===== config.mk =====
export PLATFORM = sky130hd
export DESIGN_NAME = polyblep_mixed_oscillator
export DESIGN_NICKNAME = d
export VERILOG_FILES = /design/src/rtl/core/pbosc_pkg.sv /design/src/rtl/core/polyblep_mixed_oscillator.sv
export SDC_FILE = /design/constraint.sdc
export NUM_CORES = 2
export LEC_CHECK = 0
export BUFFER_PORTS_ARGS = -buffer_cell sky130_fd_sc_hd__buf_2
export CAP_MARGIN = 20
export CORE_MARGIN = 2
export CORE_UTILIZATION = 60
export DETAILED_ROUTE_END_ITERATION = 10
export HOLD_SLACK_MARGIN = 0.06
export PLACE_DENSITY = 0.74
export SLEW_MARGIN = 20
export SYNTH_ARGS = -nofsm -noshare
export SYNTH_HDL_FRONTEND = slang
export SYNTH_SLANG_ARGS = --single-unit

===== constraint.sdc =====
create_clock -name i_clk -period 14.1 [get_ports i_clk]
set_input_delay 2.82 -clock i_clk [delete_from_list [all_inputs] [get_ports i_clk]]
set_output_delay 2.82 -clock i_clk [all_outputs]
set_load 0.05 [all_outputs]

===== src/rtl/core/pbosc_pkg.sv =====
package pbosc_pkg;

    // sample format: Q2.FRAC_BITS waves, Q3.FRAC_BITS mix
    localparam int SAMPLE_BITS = 16;
    localparam int FRAC_BITS   = SAMPLE_BITS - 1;
    localparam int WAVE_W      = FRAC_BITS + 3;
    localparam int BLEP_W      = FRAC_BITS + 2;
    localparam int ACC_W       = FRAC_BITS + 7;
    localparam int OUT_W       = FRAC_BITS + 4;

    // port field widths
    localparam int ACTION_W    = 2;
    localparam int INC_W       = 23;
    localparam int LFO_W       = 16;
    localparam int NOISE_W     = 16;
    localparam int START_W     = 24;
    localparam int LEVEL_W     = 16;
    localparam int CFG_INDEX_W = 3;
    localparam int CFG_DATA_W  = 16;

    // shared multiplier
    localparam int MUL_A_W = 32;
    localparam int MUL_B_W = 18;
    localparam int PROD_W  = MUL_A_W + MUL_B_W;

    // 0.4 in Q0.16 and the scaling of the width modulation product
    localparam int PWM_SCALE   = 26214;
    localparam int PWM_SH_BASE = 46;
    localparam int LEVEL_SHIFT = 15;

    // action codes
    localparam logic [ACTION_W-1:0] ACT_TICK    = 2'd0;
    localparam logic [ACTION_W-1:0] ACT_NOTE_ON = 2'd1;
    localparam logic [ACTION_W-1:0] ACT_CLEAR   = 2'd2;

    // configuration register indexes
    localparam logic [CFG_INDEX_W-1:0] REG_PULSE_WIDTH = 3'd0;
    localparam logic [CFG_INDEX_W-1:0] REG_PWM_DEPTH   = 3'd1;
    localparam logic [CFG_INDEX_W-1:0] REG_LFO_TO_PWM  = 3'd2;
    localparam logic [CFG_INDEX_W-1:0] REG_SAW_LEVEL   = 3'd3;
    localparam logic [CFG_INDEX_W-1:0] REG_PULSE_LEVEL = 3'd4;
    localparam logic [CFG_INDEX_W-1:0] REG_SUB_LEVEL   = 3'd5;
    localparam logic [CFG_INDEX_W-1:0] REG_NOISE_LEVEL = 3'd6;

    // register reset values
    localparam logic [LEVEL_W-1:0] PULSE_WIDTH_RST = 16'd32768;
    localparam logic [LEVEL_W-1:0] SAW_LEVEL_RST   = 16'd32768;

    typedef logic signed [WAVE_W-1:0] t_wave;
    typedef logic signed [BLEP_W-1:0] t_blep;
    typedef logic        [LEVEL_W-1:0] t_level;

endpackage


===== src/rtl/core/polyblep_mixed_oscillator.sv =====
// Channel   Direction  Handshake           Payload
// input     in         i_valid / o_stall   i_action, i_phase_inc, i_lfo_value,
//                                          i_noise_sample, i_start_main_phase,
//                                          i_start_sub_phase
// output    out        o_valid / i_stall   o_sample
// config    in         i_cfg_we            i_cfg_index, i_cfg_data
//
// A note-on or phase-reset beat is taken without leaving the idle state. A tick keeps
// the block busy through the width modulation product (when enabled), the width, each
// of the two bleps (region test, restoring divider steps, square) and the four mix
// products on the one shared multiplier, then the loading of the result.
// Synchronous active-low reset clears the phases and loads register defaults.
// o_stall is high while a tick is in work; a finished result waits in the output
// register, and a tick only holds in its output state while it is full and stalled.
module polyblep_mixed_oscillator #(
    parameter int PHASE_BITS = 24
) (
    input  logic                                   i_clk,
    input  logic                                   i_rst_n,
    // input beats
    input  logic                                   i_valid,
    output logic                                   o_stall,
    input  logic [pbosc_pkg::ACTION_W-1:0]         i_action,
    input  logic [pbosc_pkg::INC_W-1:0]            i_phase_inc,
    input  logic signed [pbosc_pkg::LFO_W-1:0]     i_lfo_value,
    input  logic signed [pbosc_pkg::NOISE_W-1:0]   i_noise_sample,
    input  logic [pbosc_pkg::START_W-1:0]          i_start_main_phase,
    input  logic [pbosc_pkg::START_W-1:0]          i_start_sub_phase,
    // result beats
    output logic                                   o_valid,
    input  logic                                   i_stall,
    output logic signed [pbosc_pkg::OUT_W-1:0]     o_sample,
    // configuration writes
    input  logic                                   i_cfg_we,
    input  logic [pbosc_pkg::CFG_INDEX_W-1:0]      i_cfg_index,
    input  logic [pbosc_pkg::CFG_DATA_W-1:0]       i_cfg_data
);

    localparam int FB      = pbosc_pkg::FRAC_BITS;
    localparam int WID_W   = PHASE_BITS + 3;
    localparam int PWM_SH  = pbosc_pkg::PWM_SH_BASE - PHASE_BITS;
    localparam int BASE_SH = PHASE_BITS - 16;
    localparam int CNT_W   = $clog2(FB);
    localparam int PW      = pbosc_pkg::PROD_W;

    localparam longint unsigned SPAN   = 64'd1 << PHASE_BITS;
    localparam longint unsigned W_LO_U = (64'd5 * SPAN + 64'd50) / 64'd100;
    localparam longint unsigned W_HI_U = (64'd95 * SPAN + 64'd50) / 64'd100;

    localparam logic signed [WID_W-1:0]    W_LO    = WID_W'(W_LO_U);
    localparam logic signed [WID_W-1:0]    W_HI    = WID_W'(W_HI_U);
    localparam logic [PHASE_BITS-1:0]      W_LO_P  = PHASE_BITS'(W_LO_U);
    localparam logic [PHASE_BITS-1:0]      W_HI_P  = PHASE_BITS'(W_HI_U);
    localparam logic [PHASE_BITS:0]        SPAN_P1 = (PHASE_BITS + 1)'(SPAN);
    localparam logic signed [PW-1:0]       PWM_RND = PW'((64'd1 << PWM_SH) - 64'd1);
    localparam logic signed [PW-1:0]       LVL_RND =
        PW'((64'd1 << pbosc_pkg::LEVEL_SHIFT) - 64'd1);
    localparam logic [FB:0]                ONE_U   = (FB + 1)'(64'd1 << FB);
    localparam logic signed [pbosc_pkg::WAVE_W-1:0] ONE_W =
        pbosc_pkg::WAVE_W'(64'd1 << FB);
    localparam logic signed [pbosc_pkg::ACC_W-1:0] SAT_HI =
        pbosc_pkg::ACC_W'((64'd4 << FB) - 64'd1);
    localparam logic signed [pbosc_pkg::ACC_W-1:0] SAT_LO =
        -pbosc_pkg::ACC_W'(64'd4 << FB);
    localparam logic [CNT_W-1:0]           DIV_LAST = CNT_W'(FB - 1);

    // sequencer states
    localparam logic [3:0] S_IDLE     = 4'd0;
    localparam logic [3:0] S_PWM_A    = 4'd1;
    localparam logic [3:0] S_PWM_B    = 4'd2;
    localparam logic [3:0] S_WIDTH    = 4'd3;
    localparam logic [3:0] S_BLEP_SET = 4'd4;
    localparam logic [3:0] S_DIV      = 4'd5;
    localparam logic [3:0] S_SQUARE   = 4'd6;
    localparam logic [3:0] S_BLEP_END = 4'd7;
    localparam logic [3:0] S_MIX_MUL  = 4'd8;
    localparam logic [3:0] S_MIX_ACC  = 4'd9;
    localparam logic [3:0] S_OUT      = 4'd10;

    // mix part order
    localparam logic [1:0] MIX_SAW   = 2'd0;
    localparam logic [1:0] MIX_PULSE = 2'd1;
    localparam logic [1:0] MIX_SUB   = 2'd2;
    localparam logic [1:0] MIX_NOISE = 2'd3;

    logic [3:0]                          r_state;
    pbosc_pkg::t_level                   r_pulse_width;
    pbosc_pkg::t_level                   r_pwm_depth;
    logic                                r_lfo_to_pwm;
    pbosc_pkg::t_level                   r_saw_level;
    pbosc_pkg::t_level                   r_pulse_level;
    pbosc_pkg::t_level                   r_sub_level;
    pbosc_pkg::t_level                   r_noise_level;
    logic [PHASE_BITS-1:0]               r_main_phase;
    logic [PHASE_BITS-1:0]               r_sub_phase;
    logic [PHASE_BITS-1:0]               r_inc;
    logic signed [pbosc_pkg::LFO_W-1:0]  r_lfo;
    logic signed [pbosc_pkg::NOISE_W-1:0] r_noise;
    logic signed [PW-1:0]                r_prod;
    logic [PHASE_BITS-1:0]               r_width;
    logic [PHASE_BITS-1:0]               r_rem;
    logic [FB-1:0]                       r_quo;
    logic                                r_neg;
    logic                                r_sel;
    logic [CNT_W-1:0]                    r_cnt;
    pbosc_pkg::t_blep                    r_blep0;
    pbosc_pkg::t_blep                    r_blep1;
    logic signed [pbosc_pkg::ACC_W-1:0]  r_acc;
    logic signed [pbosc_pkg::OUT_W-1:0]  r_sample;
    logic                                r_out_valid;

    logic                                in_take;
    logic                                out_load;
    logic [63:0]                         inc_ext;
    logic [63:0]                         start_main_ext;
    logic [63:0]                         start_sub_ext;
    logic [PHASE_BITS-1:0]               inc_in;
    logic [PHASE_BITS-1:0]               start_main;
    logic [PHASE_BITS-1:0]               start_sub;

    logic signed [pbosc_pkg::MUL_A_W-1:0] mul_a;
    logic signed [pbosc_pkg::MUL_B_W-1:0] mul_b;
    logic signed [PW-1:0]                mul_p;

    logic [PHASE_BITS-1:0]               base_scaled;
    logic signed [PW-1:0]                pwm_q;
    logic signed [WID_W-1:0]             wid_sum;
    logic signed [WID_W-1:0]             wid_clamp;
    logic [PHASE_BITS-1:0]               width_next;

    logic [PHASE_BITS-1:0]               t_sel;
    logic                                t_below;
    logic                                t_above;
    logic [PHASE_BITS:0]                 t_sum;
    logic [PHASE_BITS:0]                 t_top;
    logic [PHASE_BITS-1:0]               numer;
    logic [PHASE_BITS:0]                 rem2;
    logic [PHASE_BITS:0]                 rem_sub;
    logic                                rem_ge;
    logic [FB:0]                         blep_d;
    logic [FB:0]                         blep_mag;
    pbosc_pkg::t_blep                    blep_val;

    pbosc_pkg::t_wave                    blep0_w;
    pbosc_pkg::t_wave                    blep1_w;
    pbosc_pkg::t_wave                    saw_w;
    pbosc_pkg::t_wave                    pulse_w;
    pbosc_pkg::t_wave                    sub_w;
    pbosc_pkg::t_wave                    noise_w;
    pbosc_pkg::t_wave                    wave_sel;
    pbosc_pkg::t_level                   level_sel;
    logic signed [PW-1:0]                mix_q;
    logic signed [pbosc_pkg::ACC_W-1:0]  sat;

    // handshake
    assign in_take  = i_valid && (r_state == S_IDLE);
    assign o_stall  = (r_state != S_IDLE);
    assign out_load = (r_state == S_OUT) && (!r_out_valid || !i_stall);
    assign o_valid  = r_out_valid;
    assign o_sample = r_sample;

    // input fields taken as Q0.P
    assign inc_ext        = 64'(i_phase_inc);
    assign start_main_ext = 64'(i_start_main_phase);
    assign start_sub_ext  = 64'(i_start_sub_phase);
    assign inc_in         = inc_ext[PHASE_BITS-1:0];
    assign start_main     = start_main_ext[PHASE_BITS-1:0];
    assign start_sub      = start_sub_ext[PHASE_BITS-1:0];

    // pulse width: base, or base plus modulation clamped to 0.05..0.95
    always_comb begin
        base_scaled = PHASE_BITS'(r_pulse_width) << BASE_SH;
        pwm_q       = (r_prod + (r_prod[PW-1] ? PWM_RND : '0)) >>> PWM_SH;
        wid_sum     = $signed({3'b000, base_scaled}) + $signed(pwm_q[WID_W-1:0]);
        if (wid_sum < W_LO) begin
            wid_clamp = W_LO;
        end else if (wid_sum > W_HI) begin
            wid_clamp = W_HI;
        end else begin
            wid_clamp = wid_sum;
        end
        width_next = r_lfo_to_pwm ? wid_clamp[PHASE_BITS-1:0] : base_scaled;
    end

    // blep region test and divider step
    always_comb begin
        t_sel    = r_sel ? (r_main_phase - r_width) : r_main_phase;
        t_below  = (t_sel < r_inc);
        t_sum    = {1'b0, t_sel} + {1'b0, r_inc};
        t_above  = (t_sum > SPAN_P1);
        t_top    = SPAN_P1 - {1'b0, t_sel};
        numer    = t_below ? t_sel : t_top[PHASE_BITS-1:0];
        rem2     = {r_rem, 1'b0};
        rem_ge   = (rem2 >= {1'b0, r_inc});
        rem_sub  = rem2 - {1'b0, r_inc};
        blep_d   = ONE_U - {1'b0, r_quo};
        blep_mag = r_prod[2*FB:FB];
        blep_val = r_neg ? -$signed({1'b0, blep_mag}) : $signed({1'b0, blep_mag});
    end

    // waves and mix selection
    always_comb begin
        blep0_w = $signed({r_blep0[pbosc_pkg::BLEP_W-1], r_blep0});
        blep1_w = $signed({r_blep1[pbosc_pkg::BLEP_W-1], r_blep1});
        saw_w   = $signed({2'b00, r_main_phase[PHASE_BITS-1 -: FB + 1]}) - ONE_W - blep0_w;
        pulse_w = ((r_main_phase < r_width) ? ONE_W : -ONE_W) + blep0_w - blep1_w;
        sub_w   = r_sub_phase[PHASE_BITS-1] ? -ONE_W : ONE_W;
        noise_w = $signed({{2{r_noise[pbosc_pkg::NOISE_W-1]}}, r_noise});
        unique case (r_cnt[1:0])
            MIX_SAW: begin
                wave_sel  = saw_w;
                level_sel = r_saw_level;
            end
            MIX_PULSE: begin
                wave_sel  = pulse_w;
                level_sel = r_pulse_level;
            end
            MIX_SUB: begin
                wave_sel  = sub_w;
                level_sel = r_sub_level;
            end
            MIX_NOISE: begin
                wave_sel  = noise_w;
                level_sel = r_noise_level;
            end
            default: begin
                wave_sel  = '0;
                level_sel = '0;
            end
        endcase
        mix_q = (r_prod + (r_prod[PW-1] ? LVL_RND : '0)) >>> pbosc_pkg::LEVEL_SHIFT;
        if (r_acc > SAT_HI) begin
            sat = SAT_HI;
        end else if (r_acc < SAT_LO) begin
            sat = SAT_LO;
        end else begin
            sat = r_acc;
        end
    end

    // shared multiplier operand select
    always_comb begin
        unique case (r_state)
            S_PWM_A: begin
                mul_a = $signed({{(pbosc_pkg::MUL_A_W - pbosc_pkg::LFO_W)
                                  {r_lfo[pbosc_pkg::LFO_W-1]}}, r_lfo});
                mul_b = pbosc_pkg::MUL_B_W'(pbosc_pkg::PWM_SCALE);
            end
            S_PWM_B: begin
                mul_a = r_prod[pbosc_pkg::MUL_A_W-1:0];
                mul_b = $signed({2'b00, r_pwm_depth});
            end
            S_SQUARE: begin
                mul_a = $signed(pbosc_pkg::MUL_A_W'(blep_d));
                mul_b = $signed(pbosc_pkg::MUL_B_W'(blep_d));
            end
            S_MIX_MUL: begin
                mul_a = $signed(pbosc_pkg::MUL_A_W'(level_sel));
                mul_b = wave_sel;
            end
            default: begin
                mul_a = '0;
                mul_b = '0;
            end
        endcase
        mul_p = mul_a * mul_b;
    end

    // configuration registers
    always_ff @(posedge i_clk) begin
        if (!i_rst_n) begin
            r_pulse_width <= pbosc_pkg::PULSE_WIDTH_RST;
            r_pwm_depth   <= '0;
            r_lfo_to_pwm  <= 1'b0;
            r_saw_level   <= pbosc_pkg::SAW_LEVEL_RST;
            r_pulse_level <= '0;
            r_sub_level   <= '0;
            r_noise_level <= '0;
        end else if (i_cfg_we) begin
            unique case (i_cfg_index)
                pbosc_pkg::REG_PULSE_WIDTH: r_pulse_width <= i_cfg_data;
                pbosc_pkg::REG_PWM_DEPTH:   r_pwm_depth   <= i_cfg_data;
                pbosc_pkg::REG_LFO_TO_PWM:  r_lfo_to_pwm  <= i_cfg_data[0];
                pbosc_pkg::REG_SAW_LEVEL:   r_saw_level   <= i_cfg_data;
                pbosc_pkg::REG_PULSE_LEVEL: r_pulse_level <= i_cfg_data;
                pbosc_pkg::REG_SUB_LEVEL:   r_sub_level   <= i_cfg_data;
                pbosc_pkg::REG_NOISE_LEVEL: r_noise_level <= i_cfg_data;
                default: ;
            endcase
        end
    end

    // output register
    always_ff @(posedge i_clk) begin
        if (!i_rst_n) begin
            r_out_valid <= 1'b0;
        end else if (out_load) begin
            r_out_valid <= 1'b1;
        end else if (!i_stall) begin
            r_out_valid <= 1'b0;
        end
    end

    always_ff @(posedge i_clk) begin
        if (out_load) begin
            r_sample <= sat[pbosc_pkg::OUT_W-1:0];
        end
    end

    // sequencer and datapath
    always_ff @(posedge i_clk) begin
        if (!i_rst_n) begin
            r_state      <= S_IDLE;
            r_main_phase <= '0;
            r_sub_phase  <= '0;
        end else begin
            unique case (r_state)
                S_IDLE: begin
                    if (in_take) begin
                        unique case (i_action)
                            pbosc_pkg::ACT_TICK: begin
                                r_inc   <= inc_in;
                                r_lfo   <= i_lfo_value;
                                r_noise <= i_noise_sample;
                                r_acc   <= '0;
                                r_sel   <= 1'b0;
                                r_state <= r_lfo_to_pwm ? S_PWM_A : S_WIDTH;
                            end
                            pbosc_pkg::ACT_NOTE_ON: begin
                                r_main_phase <= start_main;
                                r_sub_phase  <= start_sub;
                            end
                            pbosc_pkg::ACT_CLEAR: begin
                                r_main_phase <= '0;
                                r_sub_phase  <= '0;
                            end
                            default: ;
                        endcase
                    end
                end
                S_PWM_A: begin
                    r_prod  <= mul_p;
                    r_state <= S_PWM_B;
                end
                S_PWM_B: begin
                    r_prod  <= mul_p;
                    r_state <= S_WIDTH;
                end
                S_WIDTH: begin
                    r_width <= width_next;
                    r_state <= S_BLEP_SET;
                end
                // pick the blep region; outside both the correction is zero
                S_BLEP_SET: begin
                    if (t_below || t_above) begin
                        r_rem   <= numer;
                        r_neg   <= t_below;
                        r_quo   <= '0;
                        r_cnt   <= '0;
                        r_state <= S_DIV;
                    end else if (r_sel) begin
                        r_blep1 <= '0;
                        r_cnt   <= '0;
                        r_state <= S_MIX_MUL;
                    end else begin
                        r_blep0 <= '0;
                        r_sel   <= 1'b1;
                    end
                end
                // restoring divide, one quotient bit per cycle
                S_DIV: begin
                    r_rem <= rem_ge ? rem_sub[PHASE_BITS-1:0] : rem2[PHASE_BITS-1:0];
                    r_quo <= {r_quo[FB-2:0], rem_ge};
                    r_cnt <= r_cnt + 1'b1;
                    if (r_cnt == DIV_LAST) begin
                        r_state <= S_SQUARE;
                    end
                end
                S_SQUARE: begin
                    r_prod  <= mul_p;
                    r_state <= S_BLEP_END;
                end
                S_BLEP_END: begin
                    if (r_sel) begin
                        r_blep1 <= blep_val;
                        r_cnt   <= '0;
                        r_state <= S_MIX_MUL;
                    end else begin
                        r_blep0 <= blep_val;
                        r_sel   <= 1'b1;
                        r_state <= S_BLEP_SET;
                    end
                end
                S_MIX_MUL: begin
                    r_prod  <= mul_p;
                    r_state <= S_MIX_ACC;
                end
                S_MIX_ACC: begin
                    r_acc <= r_acc + $signed(mix_q[pbosc_pkg::ACC_W-1:0]);
                    if (r_cnt[1:0] == MIX_NOISE) begin
                        r_state <= S_OUT;
                    end else begin
                        r_cnt   <= r_cnt + 1'b1;
                        r_state <= S_MIX_MUL;
                    end
                end
                // phases advance once the sample is loaded into the output register
                S_OUT: begin
                    if (out_load) begin
                        r_main_phase <= r_main_phase + r_inc;
                        r_sub_phase  <= r_sub_phase + (r_inc >> 1);
                        r_state      <= S_IDLE;
                    end
                end
                default: r_state <= S_IDLE;
            endcase
        end
    end

    // divider remainder stays below the increment
    a_div_rem: assert property (@(posedge i_clk) disable iff (!i_rst_n)
        (r_state == S_DIV) |-> (r_rem < r_inc))
        else $error("divider remainder out of range");

    // modulated width lies inside the clamp limits
    a_width_clamp: assert property (@(posedge i_clk) disable iff (!i_rst_n)
        (r_state == S_BLEP_SET && r_lfo_to_pwm) |->
        (r_width >= W_LO_P && r_width <= W_HI_P))
        else $error("pulse width outside clamp");

    // a result appears only from the output state
    a_out_src: assert property (@(posedge i_clk) disable iff (!i_rst_n)
        $rose(o_valid) |-> ($past(r_state) == S_OUT))
        else $error("result loaded outside output state");

    // note-on loads the start phases
    a_note_on: assert property (@(posedge i_clk) disable iff (!i_rst_n)
        (in_take && i_action == pbosc_pkg::ACT_NOTE_ON) |=>
        (r_main_phase == $past(start_main) && r_sub_phase == $past(start_sub)))
        else $error("note-on phase load mismatch");

endmodule


After elaboration in Yosys (flattened, before gate mapping). Cells that the tools add are included.

Input bits: 129. Word-level logic and storage cells: 187. Register bits: 399. Bits in read-only memories: 0. Output and inout port bits: 21. Memory bits (writable): 0. Latch bits: 0. Memories kept: 0.

Reductions and logical operators: 38. Mux-type cells: 59. Bitwise gates (word level): 1. $add $sub $neg: 17. $mul: 1. Shift-type cells: 0. Div/mod/pow operators: 0. Eq/ne operators: 36. Magnitude comparators: 8.

Operator list (count): 24-bit two-way mux (11); 24-bit case mux with 2 select lines (5); 18-bit case mux with 4 select lines (2); 32-bit case mux with 4 select lines (1); 17-bit two-way mux (7); 17-bit case mux with 2 select lines (2); 22-bit two-way mux (3); 16-bit case mux with 4 select lines (1); 32-bit by 18-bit multiplier with 50-bit output (1); 49-bit by 22-bit adder with 49-bit output (1); 22-bit case mux with 2 select lines (1); 4-bit case mux with 11 select lines (1); 4-bit two-way mux (10); 37-bit by 15-bit adder with 37-bit output (1); 18-bit two-way mux (2); 15-bit two-way mux (2); 15-bit case mux with 2 select lines (1); 25-bit by 27-bit adder with 27-bit output (1); 27-bit by 25-bit greater-than comparator with 1-bit output (second input constant) (1); 27-bit by 21-bit less-than comparator with 1-bit output (second input constant) (1); 24-bit by 23-bit adder with 25-bit output (1); 25-bit by 23-bit >= comparator with 1-bit output (1); 25-bit greater-than comparator (second input constant) (1); 24-bit by 22-bit adder with 24-bit output (1); 50 further kinds (101).

Longest topological paths before layout.
Word-level depth: 7. Mapped depth: 45. Gate-level depth less buffers: 43.

Worst setup path before layout. OpenSTA, ideal clock, no wires.

Path kind: reg2reg. Start: reg r_main_phase[0]. End: reg r_prod[42] (data pin). Period minus slack after synthesis: 11.057 ns. Path buffers: 1. Slack: 3.043 ns. Arrival: 10.797 ns. Stages on the path, launching flop included: 44. Cell sequence: dfxtp_1 inv_1 ha_1 inv_1 fa_1 a211oi_2 o21ai_2 a2111o_1 a32o_2 a221o_1 o21ai_2 nor2b_1 o21ai_0 nand2b_1 fa_1 ha_1 a21o_1 nand2_1 [... 8 more ...] inv_1 fa_1 fa_1 fa_1 fa_1 fa_1 inv_1 ha_1 a21o_1 a21o_1 a21oi_1 o2111ai_1 o21ai_0 o211ai_1 a221o_1 a31o_2 a21oi_1 xnor2_1.

Word-level cells in the longest chain between the ends: 7.

Ends and longest elaborated chain: from (decl) (RTL line polyblep_mixed_oscillator.sv:94) `logic [PHASE_BITS-1:0] r_main_phase;`; from (signal assigned) (RTL line polyblep_mixed_oscillator.sv:330) `r_main_phase <= start_main;`; from (signal assigned) (RTL line polyblep_mixed_oscillator.sv:410) `r_main_phase <= r_main_phase + r_inc;`; 24-bit less-than comparator (RTL line polyblep_mixed_oscillator.sv:206) `pulse_w = ((r_main_phase < r_width) ? ONE_W : -ONE_W) + blep0_w - blep1_w;`; 18-bit two-way mux (RTL line polyblep_mixed_oscillator.sv:206); 18-bit by 17-bit adder with 18-bit output (RTL line polyblep_mixed_oscillator.sv:206); 18-bit by 17-bit subtractor with 18-bit output (RTL line polyblep_mixed_oscillator.sv:206); 18-bit case mux with 4 select lines (RTL line polyblep_mixed_oscillator.sv:209) `unique case (r_cnt[1:0])`; 18-bit case mux with 4 select lines (RTL line polyblep_mixed_oscillator.sv:243) `unique case (r_state)`; 32-bit by 18-bit multiplier with 50-bit output (RTL line polyblep_mixed_oscillator.sv:266) `mul_p = mul_a * mul_b;`; via mul_p[42] (RTL line polyblep_mixed_oscillator.sv:123) `logic signed [PW-1:0] mul_p;`; to (signal assigned) (RTL line polyblep_mixed_oscillator.sv:342) `r_prod <= mul_p;`; to (signal assigned) (RTL line polyblep_mixed_oscillator.sv:346) `r_prod <= mul_p;`; to (signal assigned) (RTL line polyblep_mixed_oscillator.sv:380) `r_prod <= mul_p;`; to (decl) (RTL line polyblep_mixed_oscillator.sv:99) `logic signed [PW-1:0] r_prod;`.

The timed path passes the listed nets, and every way through them passes these cells. A chain may end at the register's enable or synchronous reset.

Final worst setup path. Ends and elaborated chain as after synthesis.

==> results.txt <==
----------------------------------------------------
[Cells and area]
  Most common cell after layout, fill and taps aside ... nand2_1
  Area growth from synthesis to layout ... 6.87%
  Fraction of final layout cells with drive strength greater than 1 ... under 10%
  Core Util, Final ... ~64%
  Multi-input logic area ... 0.0342 sq mm
  Sequential cell area ... 0.0105 sq mm
  Post-layout nets ... around 6700
  Fill count ... between 6000 and 7000
  Top library cells by usage in the layout, fill and taps aside ... nand2_1, inv_1, fa_1

[STA]
  Layout Skew ... 0.0292 ns
  Hold Violations, Final ... 0
  Shortest period the worst path allows ... 12.37 ns
  Max Clk Rate ... ~81 MHz
  Least-Margin Pin Slew ... 1.25 ns
  RSZ-0062 raised after global routing ... no
  Number of failing setup endpoints in the final timing report ... 0
  Summed negative setup slack over all endpoints ... 0 ns
  Post-route clock period utilization ... between 80% and 90%
  Max-slew headroom ... ~14%
  Pins over their slew limit ... 0

[GRT]
  Largest net degree at the start of global routing ... 86
  Via count of the first global-routing pass ... 41100
  Total congestion overflow ... 0
  First-pass GRT wire length ... 241000 microns
  Combined global-route utilization of all metal layers ... a little under two fifths
  Antenna violations before repair ... 18

[Worst setup path]
  CP Max Fanout ... 16
  Kind of cell adding the most delay to the critical path ... adder cells
  Startpoint kind of the worst setup timing path ... flop
  Crit path arrival time ... approximately 13 ns
  Sort of element at the end of the critical path ... flop
  Cell type of the slowest stage on the worst timing path ... o21ai_0
  Worst path required time ... 14.44 ns
  Worst setup path class ... reg -> reg
  Buf+Inv Stages, Crit Path ... 6
  Cell occurring most often along the worst timing path ... fa_1
  Largest incremental delay on the critical path ... 0.62 ns

[Floorplanning]
  Width of the die ... between 200 and 300 microns
  Count of standard-cell rows ... 104
  Placeable core region ... 0.0802 sq mm
  Chip height ... between 200 and 300 microns
  Io pins ... 150
  Overall die area ... just over 0.08 sq mm
  Starting utilization of the core area ... 60.3%

[Power]
  Worst VDD drop ... between 0.0001 and 0.00015 V
  PD cells ... 182 mW/mm^2
  Leakage ... 0.0219 uW

[Clocking]
  CTS root buf ... clkbuf_16
  Clock tree from TritonCTS ... yes
  Clock buffer count from CTS ... 42
  Post-CTS setup repair buffer count ... 0
  Clock-pin slew on the worst setup and hold paths ... 0.06 ns
  Number of levels the H-tree was split into ... 2
  Maximum clock path buffer count ... 3
  Number of resized instances in the post-cts repair step ... 0
  Clock net sink count ... 399
  Worst-skew pair later-pin latency ... 0.61 ns
  Count of hold-fix buffers inserted at cts ... 0

[Hold path]
  Path type of the worst min-delay path ... reg -> reg

[Place]
  Input/output buffers ... about 150
  Routability Congestion ... 1.02
  Half-perimeter wire length after detailed placement ... 124000 microns

[Logic synthesis]
  Post-synthesis async set-or-reset flop share ... 0%
  Synthesized netlist cell count ... 5553
  Synthesis-stage register bit count ... 399
  Syn_area_per_cell ... 8.70 sq um
  Most used flip-flop cell after synthesis ... edfxtp_1
  Post-synth EDFFs ... 249
  Total standard cell area after synthesis ... 0.0483 sq mm
  Unique cell type count in the Yosys netlist ... 99
  Yosys synthesis warning count ... 0
  Part of the Yosys area used for sequential elements ... a little over a fifth

[Drt]
  Routed vias/inst ... between 6 and 7
  DRT iter0 DRCs ... 4082
  Residual DRC count ... 0
  Wire length after detailed routing ... ~160000 microns
  Overall via count from detail_route ... 41400
  Antenna viol nets, final ... 0
  Per-cell routed wire length ... 23.5 microns
  Detailed Routing Iterations Pass 1 ... 8

[Flow run]
  Max Cap Viol ... 0

[Run status]
  Result of the run ... completed

----------------------------------------------------
==> worst paths after layout <==
path / to / slack [ns] / from / cells past startpoint
worst min-delay path: r_saw_level[8]$_SDFFE_PN0P_ / 0.46 / r_saw_level[8]$_SDFFE_PN0P_ / 2
worst max register to register: r_prod[42]$_DFFE_PP_ / 1.73 / r_main_phase[0]$_SDFFE_PN0P_ / 43
worst min register to register: r_saw_level[8]$_SDFFE_PN0P_ / 0.46 / r_saw_level[8]$_SDFFE_PN0P_ / 2
worst max-delay path: r_prod[42]$_DFFE_PP_ / 1.73 / r_main_phase[0]$_SDFFE_PN0P_ / 43
==> registers in the layout (all words and copies together) (netlist names), 17 cells and up <==
register and cells:
o_sample 19, r_acc 22, r_blep0 17, r_blep1 17, r_inc 23, r_main_phase 24, r_prod 50, r_rem 24
r_sub_phase 24, r_width 24
==> kinds of logic (layout without fill, tap and decap cells) <==
family / Yosys count / count (layout) / synth area share (%)
simple gates: 1771 / 1771 / 16.3
compound gates: 1133 / 1133 / 15.5
buf+inv: 1018 / 1077 / 7.95
fa+ha+maj: 944 / 944 / 33.2
flops: 399 / 399 / 21.7
xor+xnor: 249 / 249 / 4.51
mux: 37 / 37 / 0.815
other cells: 2 / 27 / 0.0155
==> where the power goes <==
group | switching, uW | total, uW | internal, uW | leakage (uW)
Combinational | 4090 | 6410 | 2330 | 0.0176
Clock | 511 | 1170 | 657 | 0.000681
Sequential | 251 | 1810 | 1560 | 0.00355
Total | 4850 | 9390 | 4540 | 0.0219
==> tightest hold or removal path, cell delays in order (launching register included) <==
cell	delay [ns]
dfxtp_1	0.31
nand2_1	0.05
a21oi_1	0.05
==> synth_stat cells (56+ instances only) <==
master / number / area share (%)
ha_1: 380 / 9.8
edfxtp_1: 249 / 15
nor2b_1: 56 / 0.72
nand2_1: 798 / 6.2
inv_1: 775 / 6.0
nand2b_1: 56 / 0.72
clkbuf_1: 219 / 1.7
a21oi_1: 374 / 3.9
a21o_1: 83 / 1.3
dfxtp_1: 150 / 6.2
o21a_1: 61 / 0.95
xnor2_1: 164 / 3.0
fa_1: 563 / 23
nor2_1: 406 / 3.2
and3_1: 60 / 0.78
nor3_1: 103 / 1.1
nand3_1: 109 / 1.1
o21ai_0: 182 / 1.9
xor2_1: 85 / 1.5
==> stage by stage <==
| step | power, uW | worst slack, ns | area, sq um | hold slack (ns) | std cells |
|---|---|---|---|---|---|
| floorplan | 6330 | 3.04 | 48400 | 0.436 | 5567 |
| global placement | 7970 | 2.01 | 50200 | 0.441 | 6609 |
| detailed placement | 8090 | 1.76 | 50200 | 0.447 | 6609 |
| CTS | 9280 | 1.71 | 51600 | 0.455 | 6686 |
| global route | 10100 | 1.06 | 51700 | 0.474 | 6696 |
| finish | 9390 | 1.73 | 51700 | 0.456 | 6697 |
==> area by class of cell <==
class / count / share of cell area (%)
multi-input combinational: 4150 / 66.2
sequential: 399 / 20.3
inverter: 779 / 5.67
tap: 1060 / 2.57
timing repair buffer: 221 / 2.49
clock buffer: 59 / 2.33
clock inverter: 18 / 0.392
antenna: 11 / 0.0533
==> per-layer routing <==
metal  global-route usage [%]  vias up  part of all wire (%)
li1                         -    18700                     -
met1                     47.9    20100                    37
met2                     61.2     2097                    46
met3                     9.03      438                    10
met4                     21.5       10                   6.4
met5                        0        -                 0.049
Power figures use the tool's default switching activity.
